<file path="src/design/gcar_pkg.sv">
// Shared types and constants of the glyph cache age replacement engine.
package gcar_pkg;

  localparam int unsigned SlotsDefault = 16;
  localparam int unsigned KeyW         = 21;
  localparam int unsigned AgeW         = 8;
  localparam int unsigned SlotW        = 4;
  localparam int unsigned IdxMaxW      = 8;

  localparam logic [AgeW-1:0] AgeMax   = 8'hFF;
  localparam logic [KeyW-1:0] KeyEmpty = '0;

  typedef enum logic [1:0] {
    StHit    = 2'd0,
    StFill   = 2'd1,
    StAbsent = 2'd2,
    StBlank  = 2'd3
  } status_e;

  typedef struct packed {
    logic [KeyW-1:0] key;
    logic [AgeW-1:0] age;
  } entry_t;

endpackage

</file>
<file path="src/design/glyph_cache_age_replacement.sv">
// Top level: request sequencer of the glyph cache tag and replacement engine.
//
// One request at a time. A request scans the slot memory once, one slot per
// cycle through its single read port, to find a hit, the first empty slot and
// the first oldest slot. On a miss for a stored glyph with no empty slot, a
// second read-modify-write pass ages every slot. Codepoint zero is answered
// as absent without touching the memory. The result sits in an output
// register, so a new request is taken while a result still waits. After
// reset all slots read as empty.
module glyph_cache_age_replacement #(
  parameter int unsigned SLOTS = gcar_pkg::SlotsDefault
) (
  input  logic                      clk_i,
  input  logic                      rst_ni,
  input  logic                      in_valid_i,
  output logic                      in_stall_o,
  input  logic [gcar_pkg::KeyW-1:0] codepoint_i,
  input  logic                      glyph_in_store_i,
  input  logic                      glyph_blank_i,
  output logic                      out_valid_o,
  input  logic                      out_stall_i,
  output logic [1:0]                status_o,
  output logic [gcar_pkg::SlotW-1:0] slot_o
);

  localparam int unsigned IdxW = (SLOTS > 1) ? $clog2(SLOTS) : 1;
  localparam int unsigned CntW = IdxW + 1;
  localparam logic [CntW-1:0] CntEnd = CntW'(SLOTS);

  typedef enum logic [5:0] {
    SIdle   = 6'b000001,
    SScan   = 6'b000010,
    SDecide = 6'b000100,
    SAge    = 6'b001000,
    SFin    = 6'b010000,
    SResp   = 6'b100000
  } state_e;

  state_e state_q, state_d;

  logic [CntW-1:0] cnt_q, cnt_d;
  logic            rd_pend_q, rd_pend_d;
  logic [IdxW-1:0] rd_idx_q, rd_idx_d;

  logic [gcar_pkg::KeyW-1:0] cp_q, cp_d;
  logic                      in_store_q, in_store_d;
  logic                      blank_q, blank_d;

  logic                      hit_q, hit_d;
  logic [IdxW-1:0]           hit_idx_q, hit_idx_d;
  logic                      emp_q, emp_d;
  logic [IdxW-1:0]           emp_idx_q, emp_idx_d;
  logic [gcar_pkg::AgeW-1:0] best_age_q, best_age_d;
  logic [IdxW-1:0]           best_idx_q, best_idx_d;

  gcar_pkg::status_e         fin_status_q, fin_status_d;
  logic [IdxW-1:0]           fin_idx_q, fin_idx_d;

  logic                      out_valid_q, out_valid_d;
  gcar_pkg::status_e         res_status_q, res_status_d;
  logic [IdxW-1:0]           res_idx_q, res_idx_d;

  logic                      mem_we;
  logic [IdxW-1:0]           mem_waddr;
  gcar_pkg::entry_t          mem_wdata;
  logic                      mem_re;
  gcar_pkg::entry_t          mem_rdata;

  logic [gcar_pkg::IdxMaxW-1:0] res_idx_wide;

  gcar_slot_mem #(
    .Slots (SLOTS),
    .IdxW  (IdxW)
  ) u_slot_mem (
    .clk_i   (clk_i),
    .rst_ni  (rst_ni),
    .we_i    (mem_we),
    .waddr_i (mem_waddr),
    .wdata_i (mem_wdata),
    .re_i    (mem_re),
    .raddr_i (cnt_q[IdxW-1:0]),
    .rdata_o (mem_rdata)
  );

  // Sequence the scan, aging pass and write-back
  always_comb begin
    state_d      = state_q;
    cnt_d        = cnt_q;
    rd_pend_d    = 1'b0;
    rd_idx_d     = cnt_q[IdxW-1:0];
    cp_d         = cp_q;
    in_store_d   = in_store_q;
    blank_d      = blank_q;
    hit_d        = hit_q;
    hit_idx_d    = hit_idx_q;
    emp_d        = emp_q;
    emp_idx_d    = emp_idx_q;
    best_age_d   = best_age_q;
    best_idx_d   = best_idx_q;
    fin_status_d = fin_status_q;
    fin_idx_d    = fin_idx_q;
    res_status_d = res_status_q;
    res_idx_d    = res_idx_q;
    out_valid_d  = out_valid_q && out_stall_i;
    mem_we       = 1'b0;
    mem_waddr    = hit_idx_q;
    mem_wdata    = '{key: cp_q, age: '0};
    mem_re       = 1'b0;

    unique case (state_q)
      SIdle: begin
        if (in_valid_i) begin
          cp_d       = codepoint_i;
          in_store_d = glyph_in_store_i;
          blank_d    = glyph_blank_i;
          hit_d      = 1'b0;
          emp_d      = 1'b0;
          best_age_d = '0;
          best_idx_d = '0;
          cnt_d      = '0;
          if (codepoint_i == gcar_pkg::KeyEmpty) begin
            fin_status_d = gcar_pkg::StAbsent;
            fin_idx_d    = '0;
            state_d      = SResp;
          end else begin
            state_d = SScan;
          end
        end
      end

      SScan: begin
        // Issue the next read
        if (cnt_q != CntEnd) begin
          mem_re    = 1'b1;
          rd_pend_d = 1'b1;
          cnt_d     = cnt_q + 1'b1;
        end
        // Examine the slot read last cycle
        if (rd_pend_q) begin
          if (!hit_q && mem_rdata.key == cp_q) begin
            hit_d     = 1'b1;
            hit_idx_d = rd_idx_q;
          end
          if (!emp_q && mem_rdata.key == gcar_pkg::KeyEmpty) begin
            emp_d     = 1'b1;
            emp_idx_d = rd_idx_q;
          end
          if (mem_rdata.age > best_age_q) begin
            best_age_d = mem_rdata.age;
            best_idx_d = rd_idx_q;
          end
        end else if (cnt_q == CntEnd) begin
          state_d = SDecide;
        end
      end

      SDecide: begin
        priority if (hit_q) begin
          mem_we       = 1'b1;
          mem_waddr    = hit_idx_q;
          fin_status_d = gcar_pkg::StHit;
          fin_idx_d    = hit_idx_q;
          state_d      = SResp;
        end else if (!in_store_q) begin
          fin_status_d = gcar_pkg::StAbsent;
          fin_idx_d    = '0;
          state_d      = SResp;
        end else if (emp_q) begin
          fin_idx_d = emp_idx_q;
          if (blank_q) begin
            fin_status_d = gcar_pkg::StBlank;
          end else begin
            mem_we       = 1'b1;
            mem_waddr    = emp_idx_q;
            fin_status_d = gcar_pkg::StFill;
          end
          state_d = SResp;
        end else begin
          cnt_d   = '0;
          state_d = SAge;
        end
      end

      SAge: begin
        // Read each slot, write back its age advanced by one, saturating
        if (cnt_q != CntEnd) begin
          mem_re    = 1'b1;
          rd_pend_d = 1'b1;
          cnt_d     = cnt_q + 1'b1;
        end
        if (rd_pend_q) begin
          mem_we        = 1'b1;
          mem_waddr     = rd_idx_q;
          mem_wdata.key = mem_rdata.key;
          mem_wdata.age = (mem_rdata.age == gcar_pkg::AgeMax) ? mem_rdata.age
                                                              : mem_rdata.age + 1'b1;
        end else if (cnt_q == CntEnd) begin
          state_d = SFin;
        end
      end

      SFin: begin
        fin_idx_d = best_idx_q;
        if (blank_q) begin
          fin_status_d = gcar_pkg::StBlank;
        end else begin
          mem_we       = 1'b1;
          mem_waddr    = best_idx_q;
          fin_status_d = gcar_pkg::StFill;
        end
        state_d = SResp;
      end

      SResp: begin
        // Hand the result over once the output register is free
        if (!out_valid_q || !out_stall_i) begin
          out_valid_d  = 1'b1;
          res_status_d = fin_status_q;
          res_idx_d    = fin_idx_q;
          state_d      = SIdle;
        end
      end

      default: begin
        state_d = SIdle;
      end
    endcase
  end

  // Control registers
  always_ff @(posedge clk_i or negedge rst_ni) begin
    if (!rst_ni) begin
      state_q     <= SIdle;
      cnt_q       <= '0;
      rd_pend_q   <= 1'b0;
      out_valid_q <= 1'b0;
    end else begin
      state_q     <= state_d;
      cnt_q       <= cnt_d;
      rd_pend_q   <= rd_pend_d;
      out_valid_q <= out_valid_d;
    end
  end

  // Request and scan payload registers
  always_ff @(posedge clk_i) begin
    rd_idx_q     <= rd_idx_d;
    cp_q         <= cp_d;
    in_store_q   <= in_store_d;
    blank_q      <= blank_d;
    hit_q        <= hit_d;
    hit_idx_q    <= hit_idx_d;
    emp_q        <= emp_d;
    emp_idx_q    <= emp_idx_d;
    best_age_q   <= best_age_d;
    best_idx_q   <= best_idx_d;
    fin_status_q <= fin_status_d;
    fin_idx_q    <= fin_idx_d;
    res_status_q <= res_status_d;
    res_idx_q    <= res_idx_d;
  end

  // Drive the ports
  assign res_idx_wide = gcar_pkg::IdxMaxW'(res_idx_q);
  assign in_stall_o   = (state_q != SIdle);
  assign out_valid_o  = out_valid_q;
  assign status_o     = res_status_q;
  assign slot_o       = res_idx_wide[gcar_pkg::SlotW-1:0];

endmodule

</file>
<file path="src/design/gcar_slot_mem.sv">
// Slot memory: key and age per slot, one write port, one registered read port.
module gcar_slot_mem #(
  parameter int unsigned Slots = gcar_pkg::SlotsDefault,
  parameter int unsigned IdxW  = (Slots > 1) ? $clog2(Slots) : 1
) (
  input  logic                clk_i,
  input  logic                rst_ni,
  input  logic                we_i,
  input  logic [IdxW-1:0]     waddr_i,
  input  gcar_pkg::entry_t    wdata_i,
  input  logic                re_i,
  input  logic [IdxW-1:0]     raddr_i,
  output gcar_pkg::entry_t    rdata_o
);

  gcar_pkg::entry_t mem_q [Slots];
  gcar_pkg::entry_t rdata_q;
  logic [Slots-1:0] written_q;
  logic             rvalid_q;

  // Write the entry array
  always_ff @(posedge clk_i) begin
    if (we_i) begin
      mem_q[waddr_i] <= wdata_i;
    end
  end

  // Registered read
  always_ff @(posedge clk_i) begin
    if (re_i) begin
      rdata_q <= mem_q[raddr_i];
    end
  end

  // Track written entries so never-written slots read as empty
  always_ff @(posedge clk_i or negedge rst_ni) begin
    if (!rst_ni) begin
      written_q <= '0;
      rvalid_q  <= 1'b0;
    end else begin
      if (we_i) begin
        written_q[waddr_i] <= 1'b1;
      end
      if (re_i) begin
        rvalid_q <= written_q[raddr_i];
      end
    end
  end

  assign rdata_o = rvalid_q ? rdata_q : '0;

endmodule
</file>
<file path="config.mk">
export PLATFORM = sky130hd
export DESIGN_NAME = glyph_cache_age_replacement
export DESIGN_NICKNAME = d
export VERILOG_FILES = /design/src/design/gcar_pkg.sv /design/src/design/glyph_cache_age_replacement.sv /design/src/design/gcar_slot_mem.sv
export SDC_FILE = /design/constraint.sdc
export NUM_CORES = 1
export LEC_CHECK = 0
export BUFFER_PORTS_ARGS = -buffer_cell sky130_fd_sc_hd__buf_2
export CORE_MARGIN = 2
export CORE_UTILIZATION = 40
export CTS_CLUSTER_DIAMETER = 50
export DETAILED_ROUTE_END_ITERATION = 6
export PLACE_DENSITY = 0.51
export RECOVER_POWER = 25
export SLEW_MARGIN = 20
export SYNTH_ARGS = -nofsm -noshare
export SYNTH_HDL_FRONTEND = slang
export SYNTH_SLANG_ARGS = --single-unit
</file>
<file path="constraint.sdc">
create_clock -name clk_i -period 4.95 [get_ports clk_i]
set_input_delay 0.2475 -clock clk_i [delete_from_list [all_inputs] [get_ports clk_i]]
set_output_delay 0.2475 -clock clk_i [all_outputs]
set_load 0.05 [all_outputs]
</file>
[Word level (Yosys, flattened, before mapping)]
Memory sizes are Yosys's and may differ from the RTL's. A register that Yosys moved wholly into a read port is not among the register bits.
Index checks and enable logic that the tools add are counted.
Widths: inputs -> output; s select.
Storage, ports and cells
  register bits: 91
  RAM bits: 464
  input port bits: 27
  output and inout port bits: 8
  word-level logic and storage cells: 152
  memories: 1
Cells by class
  $add $sub $neg: 2
  $lt $le $gt $ge: 4
  eq/ne operators: 27
  muxes and demuxes: 72
  bitwise logic cells: 1
  reduce and logical (&&, ||, !) cells: 25
Memories
  u_slot_mem.mem_q: depth 16, bits a word 29, read ports 1, clocked after Yosys merged registers in 1, wr ports 1, line gcar_slot_mem.sv:16  | gcar_pkg::entry_t mem_q [Slots];
Operators with widths (number)
  $mux 29: 3
  $mux 6: 10
  $mux 4: 14
  $logic_not 21->1: 2
  $pmux 6 s6: 1
  $mux 8: 4
  $ne 2x2->1 const B: 14
  $mux 5: 5
  $pmux 4 s3: 2
  $eq 21x21->1: 1
  $mux 1: 18
  $or 16x16->16: 1
  $pmux 8 s2: 1
  $reduce_and 4->1: 4
  $pmux 5 s3: 1
  $mux 2: 6
  $reduce_and 6->1: 2
  $lt 4x5->1 const B: 2
  $add 8x1->8 const B: 1
  $eq 8x8->1 const B: 1
  $gt 8x8->1: 1
  $pmux 4 s2: 1
  $eq 6x1->1 const B: 1
  $eq 6x2->1 const B: 1
  24 further kinds: 34

[Logic depth before layout (Yosys ltp)]
  word-level depth: 10
  depth in mapped cells: 11
  gate-level depth less buffers: 9

[Hierarchy]
From an unflattened synthesis, not the netlist that was laid out.
Second synthesis, totals
  cell total of the unflattened synthesis: 1121
  area, all modules: 23344.9 um2
Modules (own cells, without submodules)
  gcar_slot_mem: instances 1, cells each 767, area each 19492.4 um2, seq. area each 15229.6 um2
  glyph_cache_age_replacement: instances 1, cells each 354, area each 3852.4 um2, seq. area each 2118.3 um2

[Worst setup path after synthesis]
No wires, ideal clock.
  path kind: register to register
  from: register state_q[2]
  to: memory u_slot_mem.mem_q[15][0] (netlist name), enable pin
  setup time: 415 ps
  arrival time: 3125 ps
  required time: 4535 ps
  path slack: 1410 ps
  cell stages (with the launch flop): 9
  buffers on the path: 2
  clock period less this slack: 3540 ps
  cells stage by stage: dfrtp_1 -> buf_6 -> or4_4 -> nor3_4 -> a32o_2 -> a221oi_4 -> or2_1 -> buf_6 -> nor2_1
On the way
  cells in the longest elaborated chain, start to end: 4
  elaborated cells between the ends (all ways): 7
  those cells by class: eq/ne (3); mux (4)
RTL lines
  start, declared: line glyph_cache_age_replacement.sv:39  | state_e state_q, state_d;
  start signal, assigned: line glyph_cache_age_replacement.sv:233  | state_q <= SIdle;
  start signal, assigned: line glyph_cache_age_replacement.sv:238  | state_q <= state_d;
  $eq 6x5->1 (tied with other cells): line glyph_cache_age_replacement.sv:110  | unique case (state_q)
  $pmux 1 s3: line glyph_cache_age_replacement.sv:110
  $mux 1: line gcar_slot_mem.sv:23  | if (we_i) begin
  $mux 1 (implied by the code): line gcar_slot_mem.sv:24  | mem_q[waddr_i] <= wdata_i;
  end, declared: line gcar_slot_mem.sv:16
Parallel ways exist; a longest one is shown, timed or not.

[Final worst setup path]
  from: register cnt_q[0]
  to: register cnt_q[3]
On the way
  cells in the longest elaborated chain, start to end: 3
  elaborated cells between the ends (all ways): 6
  those cells by class: add/sub (1); eq/ne (2); mux (2); reduce/logical (1)
RTL lines
  start, declared: line glyph_cache_age_replacement.sv:41  | logic [CntW-1:0] cnt_q, cnt_d;
  start signal, assigned: line glyph_cache_age_replacement.sv:239  | cnt_q <= cnt_d;
  $add 5x1->5 or $ne 5x5->1 (tied branches)
  $mux 5 or $ne 2x1->1 (tied branches)
  $pmux 5 s3 or $reduce_and 6->1 (tied branches)
Parallel ways exist; a longest one is shown, timed or not. The select of a mux whose other input is x is not followed.
A chain may end at the register's enable or synchronous reset.

==> impl_metrics.tcl <==
set metrics [dict create \
    maxCapViolCount 5 \
    h-tree-depth 3 \
    finalHoldViolCount 0 \
    multi_input_area_um2 5730 \
    worst-path-stages 9 \
    syn_area_per_cell_um2 19.9 \
    dp_hpwl_mm 32.8 \
    grt_pass1_wl_mm 81.8 \
    crit_slowest_cell "dfrtp_1" \
    fin_nets 1317 \
    first_iter_violations 917 \
    overflow 0 \
    fin_cells 2098 \
    routed-wl-met2_mm 26.8 \
    wl_per_cell_um 26.3 \
    period_needed_ns 4.00 \
    die_w_um 245 \
    die_y_um 245 \
    fin_skew_ns 0.0252 \
    powerDensity_nw_per_um2 478 \
    drc 0 \
    grt_pass1_vias 11963 \
    max_stage_delay_ns 1.78 \
    startpoint_type "register" \
    num_vias 11634 \
    reg2regPathDepth 9 \
    final.fill_count 4826 \
    ys_ff_latch 584 \
    syn_area_um2 23300 \
    ant_nets 0 \
    post_cts.repair.setup_buffers 0 \
    syn_inst 1171 \
    ys.flop_type "edfxtp_1" \
    post-place-ws_ns 1.13 \
    cts-resized-gates 0 \
    r2r-end "cnt_q[3]$_DFFE_PN0P_" \
    min_path_type "input pin to register" \
    yosysWarningCount 0 \
    port_buffers 34 \
    arrival_ns 4.50 \
    grt_max_degree 125 \
    routabilityCongestion 0.828 \
    synth.distinct_cells 72 \
    finalPower_uw 12900 \
    fin_crit_sh 0.809 \
    final_max_slew_viol_count 125 \
    synth_edf_count 550 \
    setup_viol 0 \
    area.growth.synth_to_final_pct 16.0 \
    cts.sinks 584 \
    p_leak_uw 0.00877 \
    drt-met1-wl_mm 25.3 \
    antenna_found_initial 0 \
    firstDrtPassIters 5 \
    crit_path_start "cnt_q[0]$_DFFE_PN0P_" \
    cts_tree "built" \
    reg2reg_setup_slack_ns 0.95 \
    cp_data_required_time_ns 5.45 \
    cp_num_buf_inv 2 \
    rsz0062_at_grt "no" \
    worstMarginPinSlew_ns 2.16 \
    critPathMaxFanout 35 \
    seq_area_frac_synth 0.744 \
    vias_per_cell 5.55 \
    ios 35 \
    worstReg2RegStart "cnt_q[0]$_DFFE_PN0P_" \
    cts_root_buffer "clkbuf_16" \
    clk_path_buf_depth 3 \
    async_flop_share 0.0514 \
    cp_cell_sequence "inv_1 > ha_1 > nor4bb_1 > nor4_4 > buf_4 > o311ai_2 > nor3_1 > a21oi_1 > o21ai_1" \
    crit_family "flip-flops" \
    violations "max-capacitance violations, max-slew violations" \
    max_freq_ghz 0.250 \
    rows 88 \
    worst_setup_path_end_kind "register" \
    maxSlewHeadroom -0.440 \
    cts_buffers 68 \
    drive_gt1_frac 0.248 \
    initial_core_util 0.404 \
    highest_layer "met4" \
    clk_pin_slew_ns 0.05 \
    die_area_um2 60300 \
    timing.final.ws_setup_ns 0.947 \
    ir_worst_vdd_mv 0.252 \
    path_class "register to register" \
    clkLatencyLatePin_ns 0.60 \
    final-seq-area_um2 17400 \
    coreArea_um2 57700 \
    wl_met3_mm 2.01 \
    worstSetupEndpoint "cnt_q[3]$_DFFE_PN0P_" \
    status "finished with violations" \
    fin_setup_tns_ns 0 \
    grt_use_total 0.188 \
    dp_cells 1948 \
    wl_mm 55.2 \
    synth_fp_nets 1207 \
]
[final cells by class]
class,count,share of cell area
repair buffers,94,0.0276
multi-input cells,501,0.212
clock inverters,39,0.0130
well taps,765,0.0354
flip-flops and latches,584,0.641
clock buffers,82,0.0664
inverters,32,0.00444
diodes,1,0.0000925
[routing by layer]
metal | vias up | track usage
met5 | - | 0
met4 | 0 | 0.0472
met3 | 74 | 0.0295
met2 | 276 | 0.307
met1 | 6224 | 0.267
li1 | 5060 | -
[cells by family (layout without fill, tap and decap cells)]
logic type | Yosys count | count (layout) | synth area share
compound gates | 91 | 91 | 0.0310
xor+xnor | 12 | 12 | 0.00451
fa+ha+maj | 10 | 10 | 0.00526
buf+inv | 86 | 247 | 0.0160
flops | 584 | 584 | 0.744
mux | 152 | 152 | 0.146
other cells | 0 | 1 | 0
simple gates | 236 | 236 | 0.0537
[how the worst min path moves through the flow]
stage | end | cells after the start | start | slack [ns]
detailed placement | out_valid_o$_DFF_PN0_ | 1 | rst_ni | 0.39
CTS | state_q[0]$_DFFE_PN1P_ | 3 | in_valid_i | 0.05
finish | state_q[0]$_DFFE_PN1P_ | 3 | in_valid_i | 0.1
global route | state_q[0]$_DFFE_PN1P_ | 3 | in_valid_i | 0.09
global placement | out_valid_o$_DFF_PN0_ | 1 | rst_ni | 0.39
floorplan | cnt_q[0]$_DFFE_PN0P_ | 0 | rst_ni | -0.05
[power by group]
group          switching [uW]  internal, uW  total [uW]  leakage [uW]
logic                    1130           898        2030       0.00213
registers                 286          5800        6090       0.00559
clock network            1950          2860        4810       0.00105
[per-stage QoR]
| step | instance area [um2] | utilization | hold slack (ns) |
|---|---|---|---|
| floorplan | 23300 | - | -0.0481 |
| global placement | 24600 | 0.427 | 0.391 |
| detailed placement | 24600 | 0.427 | 0.390 |
| CTS | 27000 | 0.469 | 0.0491 |
| global route | 27100 | 0.469 | 0.0865 |
| finish | 27100 | 0.469 | 0.0983 |
[worst min-delay path: stages]
cell     delay, ns
buf_2         0.10
or4bb_1       0.20
o31ai_1       0.11
[cell usage in the layout (no fill, tap or decap), types with 24 or more instances in the layout]
cell	count
edfxtp_1	550
dfrtp_1	26
nor2_1	24
clkbuf_16	70
mux4_2	150
dlygate4sd3_1	25
nand3_1	30
clkbuf_1	46
inv_1	32
nand2_1	64
[flip-flops by register name (all words and copies together) (netlist names), 5 cells and up]
register and flops:
u_slot_mem.rdata_q 29, best_age_q 8, u_slot_mem.mem_q 464, cp_q 21, u_slot_mem.written_q 16, cnt_q 5, state_q 6
[cells in the mapped netlist, types with 12 or more instances]
cell | n | area, um2
edfxtp_1 | 550 | 16500
mux4_2 | 150 | 3380
nand2_1 | 64 | 240
nor2_1 | 44 | 165
inv_1 | 32 | 120
clkbuf_1 | 30 | 113
nand3_1 | 30 | 150
dfrtp_1 | 29 | 726
o21ai_0 | 19 | 95.1
buf_2 | 16 | 80.1
nor4_1 | 16 | 100
nor2b_1 | 13 | 81.3
o21bai_1 | 13 | 97.6
xnor2_1 | 12 | 105
[timing repair]
item / 4_1_cts / 5_1_grt
endpoints found under the hold margin: 54 / 0
hold buffers: 25 / 0
endpoints found under the setup margin: 0 / 0
No activity file was read; power rests on OpenSTA's default activity.
